`config.mk`:
```
export PLATFORM = sky130hd
export DESIGN_NAME = hpca_adjust
export DESIGN_NICKNAME = d
export VERILOG_FILES = /design/src/rtl/hsv_palette_color_adjust_unit_assert.svh /design/src/rtl/hpca_pkg.sv /design/src/rtl/hpca_adjust.sv
export SDC_FILE = /design/constraint.sdc
export NUM_CORES = 1
export LEC_CHECK = 0
export ABC_CLOCK_PERIOD_IN_PS = 10800
export BUFFER_PORTS_ARGS = -buffer_cell sky130_fd_sc_hd__buf_2
export CAP_MARGIN = 15
export CORE_MARGIN = 1.5
export CORE_UTILIZATION = 65
export DETAILED_ROUTE_END_ITERATION = 7
export GPL_ROUTABILITY_DRIVEN = 0
export HOLD_SLACK_MARGIN = 0.03
export PLACE_DENSITY_LB_ADDON = 0.05
export SKIP_CTS_REPAIR_TIMING = 1
export SLEW_MARGIN = 20
export SYNTH_ARGS = -nofsm -noshare
export SYNTH_HDL_FRONTEND = slang
export SYNTH_SLANG_ARGS = --single-unit
export TNS_END_PERCENT = 100
```
`constraint.sdc`:
```
create_clock -name clk -period 10.8 [get_ports clk]
set_input_delay 2.7 -clock clk [delete_from_list [all_inputs] [get_ports clk]]
set_output_delay 2.7 -clock clk [all_outputs]
set_load 0.01 [all_outputs]
```
`src/rtl/hsv_palette_color_adjust_unit_assert.svh`:
```
// assertion macros for the color adjust pipeline
// expects clk and rst_n in the including module
`ifndef HSV_PALETTE_COLOR_ADJUST_UNIT_ASSERT_SVH
`define HSV_PALETTE_COLOR_ADJUST_UNIT_ASSERT_SVH

// same-cycle implication
`define HPCA_ASSERT_IMP(name, ante, cons) \
    name: assert property (@(posedge clk) disable iff (!rst_n) (ante) |-> (cons)) \
        else $error("hpca assertion failed");

// next-cycle implication
`define HPCA_ASSERT_NXT(name, ante, cons) \
    name: assert property (@(posedge clk) disable iff (!rst_n) (ante) |=> (cons)) \
        else $error("hpca assertion failed");

`endif

```
`src/rtl/hpca_pkg.sv`:
```
// shared types, constants and helper functions for the color adjust pipeline
// no dependencies
`default_nettype none

package hpca_pkg;

    localparam int ONE_Q15             = 32768;
    localparam int HUE_TURN            = 1536;
    localparam int DIV_STAGES          = 8;
    localparam int DIV_STEPS_PER_STAGE = 2;
    localparam int HUE_STEPS           = 9;
    localparam logic [25:0] RECIP_255  = 26'd33686019;
    localparam logic [12:0] RECIP_15   = 13'd4370;

    typedef enum logic [1:0] {
        CFG_BRIGHTNESS = 2'd0,
        CFG_SATURATION = 2'd1,
        CFG_HUE_SHIFT  = 2'd2
    } cfg_index_t;

    typedef struct packed {
        logic [7:0] red_in;
        logic [7:0] green_in;
        logic [7:0] blue_in;
        logic [2:0] emphasis_select;
    } pixel_in_t;

    typedef struct packed {
        logic [7:0] red_out;
        logic [7:0] green_out;
        logic [7:0] blue_out;
    } pixel_out_t;

    // divider lanes plus the side data that rides along
    typedef struct packed {
        logic [8:0]  s_rem;
        logic [15:0] s_quo;
        logic [7:0]  s_div;
        logic [8:0]  h_rem;
        logic [8:0]  h_quo;
        logic [7:0]  h_div;
        logic [1:0]  sector;
        logic        diff_neg;
        logic        gray;
        logic [15:0] v;
        logic [2:0]  emph;
    } div_t;

    typedef struct packed {
        logic [16:0] s_mag;
        logic        s_neg;
        logic [10:0] hue;
        logic [16:0] v_adj;
        logic [2:0]  emph;
    } adj_t;

    localparam logic [10:0] GAIN_TABLE [8][3] = '{
        '{11'd1024, 11'd1024, 11'd1024},
        '{11'd1269, 11'd937,  11'd761},
        '{11'd813,  11'd1112, 11'd903},
        '{11'd1043, 11'd1004, 11'd669},
        '{11'd927,  11'd1051, 11'd1308},
        '{11'd1048, 11'd930,  11'd1002},
        '{11'd759,  11'd1011, 11'd1025},
        '{11'd768,  11'd768,  11'd768}
    };

    // one restoring step: {quotient bit, doubled remainder}
    function automatic logic [9:0] div_step(input logic [8:0] rem, input logic [7:0] d);
        logic       take;
        logic [8:0] r;
        take = (rem >= {1'b0, d});
        r    = take ? (rem - {1'b0, d}) : rem;
        return {take, r[7:0], 1'b0};
    endfunction

    // floor(z/255) for z below 65280
    function automatic logic [7:0] div255(input logic [15:0] z);
        logic [16:0] t;
        t = {1'b0, z} + {9'd0, z[15:8]} + 17'd1;
        return t[15:8];
    endfunction

endpackage

`default_nettype wire

```
`src/rtl/hpca_adjust.sv`:
```
// saturation, value and hue adjustment, two register stages
// depends on hpca_pkg
`default_nettype none

module hpca_adjust (
    input  wire logic           clk,
    input  wire logic           rst_n,
    input  wire logic           adv,
    input  wire logic [7:0]     brightness,
    input  wire logic [7:0]     saturation,
    input  wire logic [7:0]     hue_shift,
    input  wire logic           adj_in_valid,
    input  wire hpca_pkg::div_t adj_in,
    output logic                adj_out_valid,
    output hpca_pkg::adj_t      adj_out
);
    import hpca_pkg::*;

    // stage a: hue assembly and shift, value offset, saturation product
    logic [15:0]        s_val;
    logic [8:0]         f_mag;
    logic               f_neg;
    logic [24:0]        s_prod;
    logic signed [11:0] h_raw;
    logic signed [11:0] h_pos;
    logic signed [11:0] h_sh;
    logic signed [11:0] h_wrap;
    logic [8:0]         hd;
    logic               hd_neg;
    logic [8:0]         hd_mag;
    logic [11:0]        deg_x;
    logic [24:0]        off_prod;
    logic [7:0]         off_mag;
    logic signed [11:0] off_s;
    logic [8:0]         bd;
    logic               bd_neg;
    logic [8:0]         bd_mag;
    logic [14:0]        b128;
    logic [15:0]        b_off;
    logic [16:0]        v_adj;

    always_comb begin
        s_val  = adj_in.gray ? 16'd0 : adj_in.s_quo;
        f_neg  = (saturation == 8'd0);
        f_mag  = f_neg ? 9'd1 : ({saturation, 1'b0} - 9'd1);
        s_prod = s_val * f_mag;

        // hue in 1/256 sector units
        if (adj_in.gray) begin
            h_raw = '0;
        end else if (adj_in.diff_neg) begin
            h_raw = $signed({1'b0, adj_in.sector, 9'd0}) - $signed({3'd0, adj_in.h_quo});
        end else begin
            h_raw = $signed({1'b0, adj_in.sector, 9'd0}) + $signed({3'd0, adj_in.h_quo});
        end
        h_pos = h_raw[11] ? (h_raw + 12'sd1536) : h_raw;

        // offset: trunc(trunc((hs-128)/4) * 64 / 15)
        hd       = {1'b0, hue_shift} - 9'd128;
        hd_neg   = hd[8];
        hd_mag   = hd_neg ? (9'd0 - hd) : hd;
        deg_x    = {hd_mag[7:2], 6'd0};
        off_prod = deg_x * RECIP_15;
        off_mag  = off_prod[23:16];
        off_s    = hd_neg ? -$signed({4'd0, off_mag}) : $signed({4'd0, off_mag});

        h_sh = h_pos - off_s;
        if (h_sh >= 12'sd1536) begin
            h_wrap = h_sh - 12'sd1536;
        end else if (h_sh < 12'sd0) begin
            h_wrap = h_sh + 12'sd1536;
        end else begin
            h_wrap = h_sh;
        end

        // value offset trunc((b-128)*32768/255)
        bd     = {1'b0, brightness} - 9'd128;
        bd_neg = bd[8];
        bd_mag = bd_neg ? (9'd0 - bd) : bd;
        b128   = {bd_mag[7:0], 7'd0};
        b_off  = {1'b0, b128} + {8'd0, div255({1'b0, b128})};
        v_adj  = bd_neg ? ({1'b0, adj_in.v} - {1'b0, b_off})
                        : ({1'b0, adj_in.v} + {1'b0, b_off});
    end

    logic        a_valid_reg;
    logic [24:0] a_sprod_reg;
    logic        a_fneg_reg;
    logic [10:0] a_hue_reg;
    logic [16:0] a_vadj_reg;
    logic [2:0]  a_emph_reg;

    always_ff @(posedge clk or negedge rst_n) begin
        if (!rst_n) begin
            a_valid_reg   <= 1'b0;
            adj_out_valid <= 1'b0;
        end else if (adv) begin
            a_valid_reg   <= adj_in_valid;
            adj_out_valid <= a_valid_reg;
        end
    end

    // stage b: divide the saturation product by 255 through a reciprocal
    logic [50:0] recip_prod;
    assign recip_prod = a_sprod_reg * RECIP_255;

    always_ff @(posedge clk) begin
        if (adv) begin
            a_sprod_reg   <= s_prod;
            a_fneg_reg    <= f_neg;
            a_hue_reg     <= h_wrap[10:0];
            a_vadj_reg    <= v_adj;
            a_emph_reg    <= adj_in.emph;
            adj_out.s_mag <= recip_prod[49:33];
            adj_out.s_neg <= a_fneg_reg;
            adj_out.hue   <= a_hue_reg;
            adj_out.v_adj <= a_vadj_reg;
            adj_out.emph  <= a_emph_reg;
        end
    end

endmodule

`default_nettype wire

```
==> key figures <==
Yosys
  – Synth cell types: 70
  – Post-synthesis register bit count: 108
  – Syn Inst Count: 1546
  – Ys Warns: 0
  – Main synth FF type: edfxtp_1
  – Post-synthesis sequential area ratio: 0.217
  – Post-synthesis instance area: 14900 sq um
  – Syn_area_per_cell: 9.66 sq um
  – Post-synth ARST share: 0.0185
  – Post-synth EDFFs: 106

Global route
  – Met2 Track Usage GR: 0.485
  – Initial antenna violation count: 0
  – Largest net degree at the start of global routing: 82
  – Met1 Track Usage GR: 0.312
  – Overflow after GRT: 0
  – GR Layer Usage met3: 0.0403
  – Gr usage total: 0.261
  – First-pass GRT wire length: 50200 microns
  – Top Usage Layer GRT: met2
  – Vias in the first global route: 11000

Finish
  – Commonest non-fill, non-tap cell in the layout: ha_1
  – Layout cell share with drive strength beyond 1: 0.105
  – Most frequent cells in the layout: 277 x ha_1, 264 x inv_1, 136 x fa_1, 124 x buf_2, 119 x nor2_1
  – Final Net Count: 2181
  – Largest register FFs: 49
  – Final instance area: 16200 sq um
  – Area grow syn2layout: 8.19%
  – Filler cell count: 1741
  – Diode count: 0

Floorplanning
  – Core area: 22600 sq um
  – Die X: 155 microns
  – Row count: 55
  – I/O pin count: 160
  – Starting Density: 0.662
  – Die H: 155 microns
  – Total die area: 23900 sq um

Flow run
  – Max-cap violations: 0

Clocking
  – CTS root buf: clkbuf_16
  – H-tree depth: 3
  – CTS buffer count: 9
  – CTS tree: done
  – Clk Latency, worst-skew pair: 0.36 ns
  – Worst-path clk slew: 0.08 ns
  – CTS Sinks: 108
  – Clock Tree Buf Depth: 2

Timing
  – Slew Viols, Final: 0
  – Fmax: 111 MHz
  – Unrepaired setup endpoints after global routing: no
  – Setup tns final: 0 ns
  – Slew headroom: 0.349
  – Final setup fails: 0
  – Worst-margin pin slew: 0.977 ns
  – Worst clock skew: 0.00605 ns
  – Final hold viol count: 0
  – Final min period: 9.05 ns
  – Tcrit/Tclk final: 0.838

Placement
  – Port Buffers: 125
  – Placed cell areas: 15800 sq um
  – Final HPWL DP: 24900 microns

Critical path
  – CP cell instances: buf_2, or4_1, nor3_1, buf_4, nand2b_1, inv_1, nand2_1, fa_1, fa_1, fa_1, inv_1, fa_1, ha_1, and3_1, a21oi_1, nand4_1, a31oi_1, a21oi_1, a211oi_1, a21oi_1, xnor2_1
  – Crit path kind: in -> reg
  – CP endpoint kind: flip-flop
  – Critical path's largest stage delay: 0.59 ns
  – Slowest-stage cell, CP: nor3_1
  – Type of origin of the critical path: input port
  – Cell mode on critical path: fa_1
  – Worst EP required: 10.91 ns
  – CP arrival: 9.16 ns
  – CP Max Fanout: 14

Outcome
  – Status: completed

Detailed routing
  – Vias: 10900
  – Routed Antenna Nets: 0
  – DRT iter0 DRCs: 478
  – Vias per cell: 5.60
  – First drt pass iteration count: 5
  – DR WL/cell: 15.2 microns
  – DRC: 0
  – Post-Route WL: 29600 microns

Power and ir drop
  – VDD IR max: 0.000319 V
  – Pwr dens: 325 nW/um^2
  – Leakage power: 0.00815 uW

Hold path
  – Hold/Removal Path Class: reg -> reg
worst max-delay path, delay by kind of cell:
| kind | cells | cell delay, ns |
|---|---|---|
| compound gates | 5 | 1.10 |
| simple gates | 6 | 2.26 |
| buf+inv | 4 | 0.65 |
| xor+xnor | 1 | 0.14 |
| fa+ha+maj | 5 | 2.30 |
per-layer routing:
metal  vias up  wire (microns)
li1       5435               -
met1      5228           12600
met2       201           15100
met3        51            1170
met4         0             672
met5         -               0
area by class of cell:
type	instances	area, sq um	share of cell area
inverters	264	991	0.0613
well taps	285	357	0.0221
clock inverters	7	92.6	0.00573
clock buffers	9	225	0.0139
multi-input cells	1147	10600	0.656
repair buffers	128	651	0.0403
flip-flops and latches	108	3230	0.200
kinds of logic after synthesis:
| group | count (synthesis) | share of synthesized area |
|---|---|---|
| fa+ha+maj | 416 | 0.416 |
| simple gates | 404 | 0.129 |
| buf+inv | 293 | 0.0737 |
| flops | 108 | 0.217 |
| mux | 16 | 0.0114 |
| xor+xnor | 107 | 0.0628 |
| other cells | 1 | 0.000251 |
| compound gates | 201 | 0.0901 |
report_power, final:
| part | internal (uW) | switching (uW) |
|---|---|---|
| sequential | 692 | 91.1 |
| clock | 186 | 160 |
| combinational | 1800 | 2320 |
through the flow:
stage	setup slack (ns)	utilization	cells	power (uW)	hold WS (ns)
after detailed placement	1.46	0.702	1932	4900	0.405
after global routing	1.40	0.716	1948	5950	0.423
final	1.75	0.716	1948	5250	0.419
after CTS	1.84	0.716	1948	5310	0.422
after global placement	1.48	0.702	1932	4750	0.400
after floorplan	2.40	-	1548	3850	0.400
synthesized netlist by cell type, drive strengths merged, types with 9 or more instances:
cell type,number,area (sq um)
o31ai,11,87.6
mux2i,11,110
fa,136,2720
nor2,119,447
inv,264,991
nand2,119,454
clkbuf,26,97.6
a21o,19,143
a31oi,11,68.8
xnor2,75,657
nand2b,16,100
and2,13,83.8
a211oi,11,82.6
nand3,22,110
a21oi,51,255
and3,11,68.8
nand4,9,56.3
or2,12,75.1
o21ai,37,196
ha,277,3470
xor2,32,280
nor3,29,145
nor2b,25,156
edfxtp,106,3180
path summary, 6_finish.rpt:
kind / start / endpoint / slack, ns / cells past startpoint
min in group asynchronous: rst_n / a_valid_reg / 2.11 / 1
max reg2reg: a_sprod_reg[22] / adj_out[47] / 5.23 / 17
max: saturation[5] / a_sprod_reg[24] / 1.75 / 21
max in group asynchronous: rst_n / adj_out_valid / 8.59 / 1
min reg2reg: a_vadj_reg[4] / adj_out[7] / 0.42 / 0
min: a_vadj_reg[4] / adj_out[7] / 0.42 / 0
Power figures use the tool's default switching activity.
