[config.mk]
export PLATFORM = sky130hd
export DESIGN_NAME = hpca_div
export DESIGN_NICKNAME = d
export VERILOG_FILES = /design/src/rtl/hsv_palette_color_adjust_unit_assert.svh /design/src/rtl/hpca_pkg.sv /design/src/rtl/hpca_div.sv
export SDC_FILE = /design/constraint.sdc
export NUM_CORES = 1
export LEC_CHECK = 0
export ABC_AREA = 0
export ABC_CLOCK_PERIOD_IN_PS = 5200
export BUFFER_PORTS_ARGS = -buffer_cell sky130_fd_sc_hd__buf_4
export CAP_MARGIN = 30
export CORE_ASPECT_RATIO = 1.25
export CORE_MARGIN = 2
export CORE_UTILIZATION = 60
export CTS_CLUSTER_SIZE = 28
export DETAILED_ROUTE_END_ITERATION = 12
export PLACE_DENSITY = 0.79
export SETUP_SLACK_MARGIN = 0.2
export SLEW_MARGIN = 5
export SYNTH_ARGS = -nofsm -noshare
export SYNTH_HDL_FRONTEND = slang
export SYNTH_SLANG_ARGS = --single-unit
[constraint.sdc]
create_clock -name clk -period 5.2 [get_ports clk]
set_input_delay 0.78 -clock clk [delete_from_list [all_inputs] [get_ports clk]]
set_output_delay 0.78 -clock clk [all_outputs]
set_load 0.02 [all_outputs]
[src/rtl/hsv_palette_color_adjust_unit_assert.svh]
// assertion macros for the color adjust pipeline
// expects clk and rst_n in the including module
`ifndef HSV_PALETTE_COLOR_ADJUST_UNIT_ASSERT_SVH
`define HSV_PALETTE_COLOR_ADJUST_UNIT_ASSERT_SVH

// same-cycle implication
`define HPCA_ASSERT_IMP(name, ante, cons) \
    name: assert property (@(posedge clk) disable iff (!rst_n) (ante) |-> (cons)) \
        else $error("hpca assertion failed");

// next-cycle implication
`define HPCA_ASSERT_NXT(name, ante, cons) \
    name: assert property (@(posedge clk) disable iff (!rst_n) (ante) |=> (cons)) \
        else $error("hpca assertion failed");

`endif

[src/rtl/hpca_pkg.sv]
// shared types, constants and helper functions for the color adjust pipeline
// no dependencies
`default_nettype none

package hpca_pkg;

    localparam int ONE_Q15             = 32768;
    localparam int HUE_TURN            = 1536;
    localparam int DIV_STAGES          = 8;
    localparam int DIV_STEPS_PER_STAGE = 2;
    localparam int HUE_STEPS           = 9;
    localparam logic [25:0] RECIP_255  = 26'd33686019;
    localparam logic [12:0] RECIP_15   = 13'd4370;

    typedef enum logic [1:0] {
        CFG_BRIGHTNESS = 2'd0,
        CFG_SATURATION = 2'd1,
        CFG_HUE_SHIFT  = 2'd2
    } cfg_index_t;

    typedef struct packed {
        logic [7:0] red_in;
        logic [7:0] green_in;
        logic [7:0] blue_in;
        logic [2:0] emphasis_select;
    } pixel_in_t;

    typedef struct packed {
        logic [7:0] red_out;
        logic [7:0] green_out;
        logic [7:0] blue_out;
    } pixel_out_t;

    // divider lanes plus the side data that rides along
    typedef struct packed {
        logic [8:0]  s_rem;
        logic [15:0] s_quo;
        logic [7:0]  s_div;
        logic [8:0]  h_rem;
        logic [8:0]  h_quo;
        logic [7:0]  h_div;
        logic [1:0]  sector;
        logic        diff_neg;
        logic        gray;
        logic [15:0] v;
        logic [2:0]  emph;
    } div_t;

    typedef struct packed {
        logic [16:0] s_mag;
        logic        s_neg;
        logic [10:0] hue;
        logic [16:0] v_adj;
        logic [2:0]  emph;
    } adj_t;

    localparam logic [10:0] GAIN_TABLE [8][3] = '{
        '{11'd1024, 11'd1024, 11'd1024},
        '{11'd1269, 11'd937,  11'd761},
        '{11'd813,  11'd1112, 11'd903},
        '{11'd1043, 11'd1004, 11'd669},
        '{11'd927,  11'd1051, 11'd1308},
        '{11'd1048, 11'd930,  11'd1002},
        '{11'd759,  11'd1011, 11'd1025},
        '{11'd768,  11'd768,  11'd768}
    };

    // one restoring step: {quotient bit, doubled remainder}
    function automatic logic [9:0] div_step(input logic [8:0] rem, input logic [7:0] d);
        logic       take;
        logic [8:0] r;
        take = (rem >= {1'b0, d});
        r    = take ? (rem - {1'b0, d}) : rem;
        return {take, r[7:0], 1'b0};
    endfunction

    // floor(z/255) for z below 65280
    function automatic logic [7:0] div255(input logic [15:0] z);
        logic [16:0] t;
        t = {1'b0, z} + {9'd0, z[15:8]} + 17'd1;
        return t[15:8];
    endfunction

endpackage

`default_nettype wire

[src/rtl/hpca_div.sv]
// pipelined restoring divider, saturation and hue lanes, two steps per stage
// depends on hpca_pkg
`default_nettype none

module hpca_div (
    input  wire logic          clk,
    input  wire logic          rst_n,
    input  wire logic          adv,
    input  wire logic          div_in_valid,
    input  wire hpca_pkg::div_t div_in,
    output logic               div_out_valid,
    output hpca_pkg::div_t     div_out
);
    import hpca_pkg::*;

    logic [DIV_STAGES-1:0] valid_reg;
    div_t                  stage_reg [DIV_STAGES];

    for (genvar k = 0; k < DIV_STAGES; k++) begin : g_stage
        div_t stage_src;
        div_t stage_next;
        logic src_valid;

        if (k == 0) begin : g_first
            assign stage_src = div_in;
            assign src_valid = div_in_valid;
        end else begin : g_rest
            assign stage_src = stage_reg[k-1];
            assign src_valid = valid_reg[k-1];
        end

        always_comb begin
            logic [9:0] s_res;
            logic [9:0] h_res;
            stage_next = stage_src;
            s_res      = '0;
            h_res      = '0;
            for (int j = 0; j < DIV_STEPS_PER_STAGE; j++) begin
                s_res            = div_step(stage_next.s_rem, stage_next.s_div);
                stage_next.s_rem = s_res[8:0];
                stage_next.s_quo = {stage_next.s_quo[14:0], s_res[9]};
                // hue lane needs fewer steps, then just rides along
                if (k * DIV_STEPS_PER_STAGE + j < HUE_STEPS) begin
                    h_res            = div_step(stage_next.h_rem, stage_next.h_div);
                    stage_next.h_rem = h_res[8:0];
                    stage_next.h_quo = {stage_next.h_quo[7:0], h_res[9]};
                end
            end
        end

        always_ff @(posedge clk or negedge rst_n) begin
            if (!rst_n) begin
                valid_reg[k] <= 1'b0;
            end else if (adv) begin
                valid_reg[k] <= src_valid;
            end
        end

        always_ff @(posedge clk) begin
            if (adv) begin
                stage_reg[k] <= stage_next;
            end
        end
    end

    assign div_out_valid = valid_reg[DIV_STAGES-1];
    assign div_out       = stage_reg[DIV_STAGES-1];

endmodule

`default_nettype wire

==> results.json, run 1 <==
{
  "grt_max_degree": 124,
  "worst_pin_slew_ns": 0.9726,
  "period_share": 0.8893,
  "relSlewSlack": 0.3488,
  "die_y_um": 242.9,
  "slowest_stage": "a311oi_4",
  "drc": 0,
  "min_from": "div_in[11]",
  "num_antenna_cells": 0,
  "hold_depth": 1,
  "slew_violations": 0,
  "finalSetupViolCount": 0,
  "drt-initial-drc-count": 735,
  "die_area_um2": 47410,
  "vias": 15894,
  "most-common-layout-cells": "edfxtp_1, ha_1, buf_4",
  "endpoint_kind": "flip-flop",
  "r2r_cells": 15,
  "avgSynthCellArea_um2": 13.81,
  "period_needed_ns": 4.624,
  "yosysUniqueCellTypes": 82,
  "ys_warn_count": 0,
  "synth.ff_latch_count": 576,
  "synth-main-ff-cell": "edfxtp_1",
  "fp.coreArea_um2": 45070,
  "critPathKind": "flip-flop to flip-flop",
  "io_pins": 169,
  "cp_num_buf_inv": 0,
  "viasPerCell": 5.652,
  "area_growth_syn_to_layout_pct": 13.55,
  "cts_root_buffer": "clkbuf_16",
  "dieWidth_um": 195.2,
  "startpoint_type": "flip-flop",
  "max_freq_ghz": 0.2162,
  "p_per_area_nw_per_um2": 627.2,
  "fin_skew_ns": 0.01190,
  "maxCapViolCount": 0,
  "rows": 87,
  "clk_pin_slew_ns": 0.07,
  "rsz0062_at_grt": "false",
  "synth_cells": 1984,
  "start_util": 0.6081,
  "critPathArrivalTime_ns": 4.95,
  "clkLatencyLatePin_ns": 0.58,
  "routed_wl_um": 46190,
  "fin_cells": 2812,
  "leakagePower_uw": 0.01224,
  "cts_tree": "done",
  "grt_pass1_vias": 16491,
  "drtPass1Iterations": 7,
  "final_layout_size_suffix_gt1_frac": 0.1652,
  "path_delay_family": "compound AO/OA/AOI/OAI gates",
  "cts_buffers": 54,
  "r2r_start": "stage_reg[1][76]",
  "hold_path_end": "stage_reg[0][11]",
  "place.gp.congestion": 0.8762,
  "clk_path_buf_depth": 3,
  "track_usage": 0.1972,
  "rr_endpoint": "stage_reg[1][159]",
  "hold_path.class": "primary input to flip-flop",
  "r2r_slack_ns": 0.58,
  "crit_fanout": 10,
  "grt_pass1_wl_um": 76860,
  "synth_sequential_area_ratio": 0.6297,
  "fin_nets": 2479,
  "outcome": "completed",
  "max-vdd-ir-drop_mv": 0.3413,
  "hold_viol": 0,
  "dp_cells": 2708,
  "synth_area_um2": 27400,
  "antenna_found_initial": 0,
  "synth-edff-count": 568,
  "hold_ws_ns": 0.3732,
  "path_cells": "ha_1, a21o_1, a21o_1, a21oi_1, nor2b_1, a311oi_4, mux2_2, ha_1, o21ai_0, a21boi_0, o21ai_0, a21oi_1, nand2_1, nand2_2, mux2_1",
  "largest_reg_flops": 568,
  "ys_async_sr_fraction": 0.01389,
  "clkSinkCount": 576,
  "ant_nets": 0,
  "io_buffers": 141,
  "fin_tns_setup_ns": 0,
  "wl_per_cell_um": 16.42,
  "final_common_cell": "edfxtp_1",
  "required_ns": 5.52,
  "htreeDepth": 2,
  "overflow": 0,
  "dp_hpwl_um": 33360,
  "slowest_delay_ns": 0.52
}
==> logic make-up after synthesis <==
logic type,synth area share
buffers and inverters,0.02593
muxes,0.04479
DFF,0.6297
xor gates and xnor gates,0.03324
other,0.0001368
AOI/OAI and AO/OA,0.09999
adders and majority gates,0.09771
and+or+nand+nor,0.06849
==> metrics by stage <==
stage / total power, µW / util / area, µm² / worst slack, ns
6_report: 19520 / 0.6905 / 31120 / 0.5757
2_1_floorplan: 13640 / - / 27410 / 0.6948
4_1_cts: 19550 / 0.6902 / 31110 / 0.5224
3_5_place_dp: 15560 / 0.6506 / 29320 / 0.01943
3_3_place_gp: 15140 / 0.6506 / 29320 / 0.2525
5_1_grt: 20820 / 0.6905 / 31120 / 0.2686
==> synth_stat cells (all sizes together), types with 7 or more instances <==
master,count,share of area
fa,15,0.011
xor2,23,0.0074
a31oi,12,0.0027
mux2,100,0.042
xnor2,81,0.026
a41o,7,0.0026
inv,162,0.022
nand2b,19,0.0043
o31a,8,0.0026
o21a,32,0.0088
a211o,8,0.0026
dfrtp,8,0.0073
ha,190,0.087
and4,10,0.0032
nand2,88,0.012
a211oi,10,0.0027
or3,14,0.0032
and2,10,0.0023
nor2b,33,0.0075
o31ai,7,0.0021
mux2i,9,0.0033
a21boi,8,0.0023
a21oi,126,0.023
nor2,142,0.020
a21o,33,0.0090
o21ai,107,0.020
edfxtp,568,0.62
nand3,15,0.0027
buf,12,0.0029
nor3,30,0.0064
o21bai,17,0.0047
==> how the worst max path moves through the flow <==
stage / startpoint / endpoint / slack, ns / cells after the start
floorplan: div_in[55] / stage_reg[0][74] / 0.69 / 16
global placement: div_in[24] / stage_reg[0][46] / 0.25 / 18
detailed placement: div_in[24] / stage_reg[0][44] / 0.02 / 18
CTS: stage_reg[0][50] / stage_reg[0][155] / 0.52 / 16
global route: stage_reg[1][53] / stage_reg[1][159] / 0.27 / 16
finish: stage_reg[1][76] / stage_reg[1][159] / 0.58 / 15
==> layout make-up <==
cell class	instances	area [µm²]
inverters	162	608.1
flip-flops and latches	576	17260
repair buffers	165	1311
fillers	3051	13950
multi-input cells	1229	9444
well taps	578	723.2
clock inverters	28	296.5
clock buffers	74	1478
==> worst reg2reg max path, delay by kind of cell, from the launching register on <==
kind                       cells  cell delay [ns]
AOI/OAI and AO/OA              8             1.96
muxes                          2             0.78
adders and majority gates      2             0.73
DFF                            1             0.46
and+or+nand+nor                3             0.44
==> per-layer routing <==
layer  vias to the layer above  wire (µm)  track usage
li1                       7812          -            -
met3                       116       1645      0.02626
met1                      7640      17470       0.2145
met2                       326      25510       0.3817
met5                         -          0            0
met4                         0       1561      0.08195
==> repair_timing <==
item / CTS / global route
gates resized for setup: 0 / 1
setup buffers: 0 / 1
endpoints found under the setup margin: 0 / 11
hold endpoints to repair: 8 / 0
hold buffers: 1 / 0
==> where the power goes <==
| part | internal [µW] | switching (µW) |
|---|---|---|
| Sequential | 6450 | 362 |
| Combinational | 4080 | 4740 |
| Clock | 2250 | 1630 |
| Total | 12800 | 6740 |
Note: power is estimated with default switching activity, not from simulation.
==> run 2, diff against run 1 <==
BUFFER_PORTS_ARGS = -buffer_cell sky130_fd_sc_hd__buf_2   (was -buffer_cell sky130_fd_sc_hd__buf_4)
CELL_PAD_IN_SITES_DETAIL_PLACEMENT = 0   (was not set)
CELL_PAD_IN_SITES_GLOBAL_PLACEMENT = 2   (was not set)
CORE_UTILIZATION = 44   (was 60)
PLACE_DENSITY = not set   (was 0.79)
PLACE_DENSITY_LB_ADDON = 0.1   (was not set)
==> results.json, run 2 (same netlist as run 1, synthesis figures left out) <==
{
  "dieWidth_um": 227.2,
  "hold_path.class": "primary input to flip-flop",
  "min_from": "div_in[7]",
  "required_ns": 5.54,
  "worst_pin_slew_ns": 0.9554,
  "overflow": 0,
  "area_growth_syn_to_layout_pct": 13.35,
  "cts_buffers": 57,
  "routed_wl_um": 48720,
  "track_usage": 0.1543,
  "rr_endpoint": "stage_reg[0][160]",
  "p_per_area_nw_per_um2": 622.8,
  "hold_depth": 1,
  "crit_fanout": 10,
  "period_needed_ns": 4.602,
  "finalSetupViolCount": 0,
  "antenna_found_initial": 0,
  "fin_tns_setup_ns": 0,
  "io_pins": 169,
  "final_layout_size_suffix_gt1_frac": 0.1655,
  "rows": 102,
  "r2r_start": "stage_reg[0][50]",
  "fin_nets": 2484,
  "slew_violations": 0,
  "start_util": 0.4436,
  "critPathKind": "flip-flop to flip-flop",
  "grt_pass1_wl_um": 80060,
  "cts_setup_buffers": 0,
  "viasPerCell": 5.076,
  "r2r_slack_ns": 0.60,
  "outcome": "completed",
  "rsz0062_at_grt": "false",
  "wl_per_cell_um": 15.88,
  "endpoint_kind": "flip-flop",
  "startpoint_type": "flip-flop",
  "clkLatencyLatePin_ns": 0.60,
  "max-vdd-ir-drop_mv": 0.3022,
  "finalWorstSetupSlack_ns": 0.5984,
  "most-common-layout-cells": "edfxtp_1, ha_1, inv_1",
  "leakagePower_uw": 0.01211,
  "total_power_uw": 19340,
  "grt_max_degree": 117,
  "cts_tree": "done",
  "period_share": 0.8849,
  "clkSinkCount": 576,
  "fin_skew_ns": 0.01980,
  "place.gp.congestion": 0.8421,
  "die_area_um2": 64310,
  "drtPass1Iterations": 5,
  "ant_nets": 0,
  "vias": 15572,
  "io_buffers": 141,
  "num_antenna_cells": 0,
  "htreeDepth": 2,
  "max_freq_ghz": 0.2173,
  "fill_cells": 5454,
  "hold_viol": 0,
  "grt_pass1_vias": 16202,
  "largest_reg_flops": 568,
  "r2r_cells": 17,
  "drc": 0,
  "hold_ws_ns": 0.3514,
  "die_y_um": 283.0,
  "hold_path_end": "stage_reg[0][7]",
  "clk_pin_slew_ns": 0.06,
  "dp_slack_ns": 0.2343,
  "dp_hpwl_um": 36090,
  "final_common_cell": "edfxtp_1",
  "drt-initial-drc-count": 684,
  "clk_path_buf_depth": 3,
  "critPathArrivalTime_ns": 4.94,
  "maxCapViolCount": 0,
  "cts_root_buffer": "clkbuf_16",
  "fp.coreArea_um2": 61770,
  "cts_resized": 0,
  "relSlewSlack": 0.3603
}
==> run 2: power by group <==
| part | total [µW] | internal (µW) | leakage, µW | switching [µW] |
|---|---|---|---|---|
| clock | 3840 | 2170 | 0.000844 | 1670 |
| combinational | 8720 | 4030 | 0.00563 | 4690 |
| sequential | 6790 | 6450 | 0.00563 | 338 |
| total | 19300 | 12600 | 0.0121 | 6700 |
==> run 2: timing repair <==
action / in CTS / in global routing
hold buffers: 1 / 0
setup endpoints to repair: 0 / 0
endpoints found under the hold margin: 8 / 0
==> run 2: layout make-up <==
type | instances | area (µm²) | share of cell area
Clock buffer | 76 | 1570 | 0.05055
Inverter | 162 | 608.1 | 0.01958
Multi-Input combinational cell | 1229 | 9440 | 0.3039
Sequential cell | 576 | 17260 | 0.5555
Timing Repair Buffer | 167 | 963.4 | 0.03102
Tap cell | 832 | 1041 | 0.03351
Clock inverter | 26 | 182.7 | 0.005881
==> run 2: worst max path at each step <==
stage	to	cells after the start	slack, ns	from
2_1_floorplan	stage_reg[0][74]	16	0.69	div_in[55]
3_5_place_dp	stage_reg[0][45]	19	0.23	div_in[24]
4_1_cts	stage_reg[0][160]	17	0.54	stage_reg[0][50]
3_3_place_gp	stage_reg[0][74]	18	0.24	div_in[51]
5_1_grt	stage_reg[0][285]	15	0.23	stage_reg[0][186]
6_report	stage_reg[0][160]	17	0.60	stage_reg[0][50]
==> run 2: critical path, cell delays in order, from the launching register on <==
cell and delay, ns:
edfxtp_1 0.39, inv_1 0.11, ha_1 0.30, nor2b_1 0.19
o21ai_0 0.13, a31oi_1 0.23, o211ai_1 0.16, o21bai_1 0.23
buf_4 0.22, mux2_2 0.37, ha_1 0.37, o21ai_0 0.15
a21oi_1 0.22, o21ai_0 0.16, a21oi_1 0.21, nand2_1 0.16
nand2_1 0.34, mux2_2 0.41
==> run 2: metal layers <==
layer | vias to the layer above | part of all wire | track usage
met3 | 89 | 0.031 | 0.02416
li1 | 7823 | - | -
met4 | 0 | 0.028 | 0.05212
met1 | 7455 | 0.39 | 0.1663
met5 | - | 0 | 0
met2 | 205 | 0.56 | 0.2997
==> run 2: per-stage QoR <==
| step | util | instance area (µm²) | std cells |
|---|---|---|---|
| after floorplan | - | 27410 | 1985 |
| after global placement | 0.4743 | 29300 | 2965 |
| after detailed placement | 0.4743 | 29300 | 2965 |
| after CTS | 0.5029 | 31060 | 3068 |
| after global routing | 0.5029 | 31060 | 3068 |
| final | 0.5029 | 31060 | 3068 |
==> run 3, diff against run 2 <==
CELL_PAD_IN_SITES_DETAIL_PLACEMENT = not set   (was 0)
CELL_PAD_IN_SITES_GLOBAL_PLACEMENT = not set   (was 2)
CORE_UTILIZATION = 60   (was 44)
HOLD_SLACK_MARGIN = 0.03   (was not set)
PLACE_DENSITY = 0.79   (was not set)
PLACE_DENSITY_LB_ADDON = not set   (was 0.1)
REMOVE_ABC_BUFFERS = 1   (was not set)
==> results.json, run 3 (same netlist as run 1, synthesis figures left out) <==
{
  "fp.coreArea_um2": 45070,
  "io_buffers": 141,
  "clkSinkCount": 576,
  "period_needed_ns": 4.666,
  "fin_cells": 2808,
  "dp_slack_ns": 0.1064,
  "intPower_uw": 12630,
  "max-vdd-ir-drop_mv": 0.3521,
  "antenna_found_initial": 0,
  "track_usage": 0.1997,
  "die_y_um": 242.9,
  "final_common_cell": "edfxtp_1",
  "die_area_um2": 47410,
  "p_per_area_nw_per_um2": 632.9,
  "drt-initial-drc-count": 685,
  "io_pins": 169,
  "cts_setup_buffers": 0,
  "largest_reg_flops": 568,
  "htreeDepth": 2,
  "max_freq_ghz": 0.2143,
  "wl_per_cell_um": 16.79,
  "maxCapViolCount": 0,
  "clk_path_buf_depth": 3,
  "finalSetupViolCount": 0,
  "grt_max_degree": 119,
  "clkLatencyLatePin_ns": 0.59,
  "fill_cells": 3055,
  "leakagePower_uw": 0.01210,
  "cts_buffers": 54,
  "rows": 87,
  "rsz0062_at_grt": "false",
  "crit_fanout": 11,
  "ant_nets": 0,
  "worst_pin_slew_ns": 0.9485,
  "dp_cells": 2707,
  "clockPowerShare": 0.199,
  "dp_hpwl_um": 33730,
  "hold_viol": 0,
  "critPathKind": "flip-flop to flip-flop",
  "finalWorstSetupSlack_ns": 0.5344,
  "viasPerCell": 5.677,
  "outcome": "completed",
  "drtPass1Iterations": 5,
  "most-common-layout-cells": "edfxtp_1, ha_1, inv_1",
  "p_sw_frac": 0.3506,
  "sequentialPowerShare": 0.349,
  "overflow": 0,
  "cts_root_buffer": "clkbuf_16",
  "grt_pass1_vias": 16582,
  "num_antenna_cells": 0,
  "cts_tree": "done",
  "critPathArrivalTime_ns": 5.01,
  "final_layout_size_suffix_gt1_frac": 0.1664,
  "fin_tns_setup_ns": 0,
  "area_growth_syn_to_layout_pct": 12.15,
  "p_sw_uw": 6820,
  "period_share": 0.8972,
  "slew_violations": 0,
  "finalInstanceArea_um2": 30730,
  "start_util": 0.6081,
  "fin_nets": 2477,
  "fin_skew_ns": 0.01474,
  "startpoint_type": "flip-flop",
  "placed_area_um2": 28930,
  "required_ns": 5.55,
  "p_comb_frac": 0.451,
  "drc": 0,
  "clk_pin_slew_ns": 0.06,
  "place.gp.congestion": 0.9365,
  "hold_path.class": "primary input to flip-flop",
  "vias": 15942,
  "routed_wl_um": 47150,
  "relSlewSlack": 0.3649,
  "grt_pass1_wl_um": 77380,
  "hold_ws_ns": 0.3614,
  "dieWidth_um": 195.2,
  "endpoint_kind": "flip-flop"
}
==> run 3: changes by cell type in the layout (fill, tap and decap cells not counted), sizes merged <==
cell      change
clkbuf       -11
clkinv        +5
buf           -4
bufinv        +3
inv           +2
clkinvlp      -1
==> run 3: critical path: stages, from the launching register on <==
cell	delay (ns)
edfxtp_1	0.43
inv_1	0.15
ha_1	0.26
ha_1	0.19
a41oi_1	0.26
a31oi_1	0.15
a211o_1	0.25
a21o_1	0.32
and2_1	0.22
ha_1	0.30
nor2b_1	0.15
o21a_1	0.18
o21ai_1	0.21
a21oi_1	0.15
o31ai_1	0.43
nand2_1	0.38
mux2_1	0.40
==> run 3: area by class of cell <==
type,instances,area [µm²],share of cell area
Clock buffer,65,1403,0.04564
Timing Repair Buffer,163,908.4,0.02956
Clock inverter,35,391.6,0.01274
Sequential cell,576,17260,0.5615
Multi-Input combinational cell,1229,9444,0.3073
Inverter,162,608.1,0.01979
Tap cell,578,723.2,0.02353
==> run 3: final timing paths <==
kind	startpoint	endpoint	slack [ns]	depth (start not counted)
min reg2reg	stage_reg[0][259]	stage_reg[1][16]	0.41	0
max	stage_reg[0][24]	stage_reg[0][128]	0.53	16
min in group asynchronous	rst_n	g_stage[7].src_valid	0.55	2
max reg2reg	stage_reg[0][24]	stage_reg[0][128]	0.53	16
max in group asynchronous	rst_n	g_stage[2].src_valid	4.49	2
min	div_in[15]	stage_reg[0][15]	0.36	1
==> run 3: routing by layer <==
metal  GRT usage  part of all wire  up-vias
li1            -                 -     7808
met1      0.2227              0.39     7610
met2      0.3777              0.54      388
met3     0.02709             0.036      136
met4     0.08824             0.037        0
met5           0                 0        -
==> run 3: stage by stage <==
step           utilization  total power (µW)
6_report            0.6820             19450
4_1_cts             0.6819             19500
3_5_place_dp        0.6419             15520
2_1_floorplan            -             13530
3_3_place_gp        0.6419             15090
5_1_grt             0.6820             20750
==> run 3: power by group through the flow <==
stage	clock (µW)	sequential, µW	combinational (µW)
finish	3880	6800	8780
detailed placement	0	6890	8620
global placement	0	6850	8240
CTS	3980	6800	8720
floorplan	0	6880	6650
global route	4150	6880	9720
==> run 3: timing repair <==
action / in CTS / in global routing
hold endpoints to repair: 8 / 0
hold buffers: 1 / 0
endpoints found under the setup margin: 0 / 6
resized for setup: 0 / 1
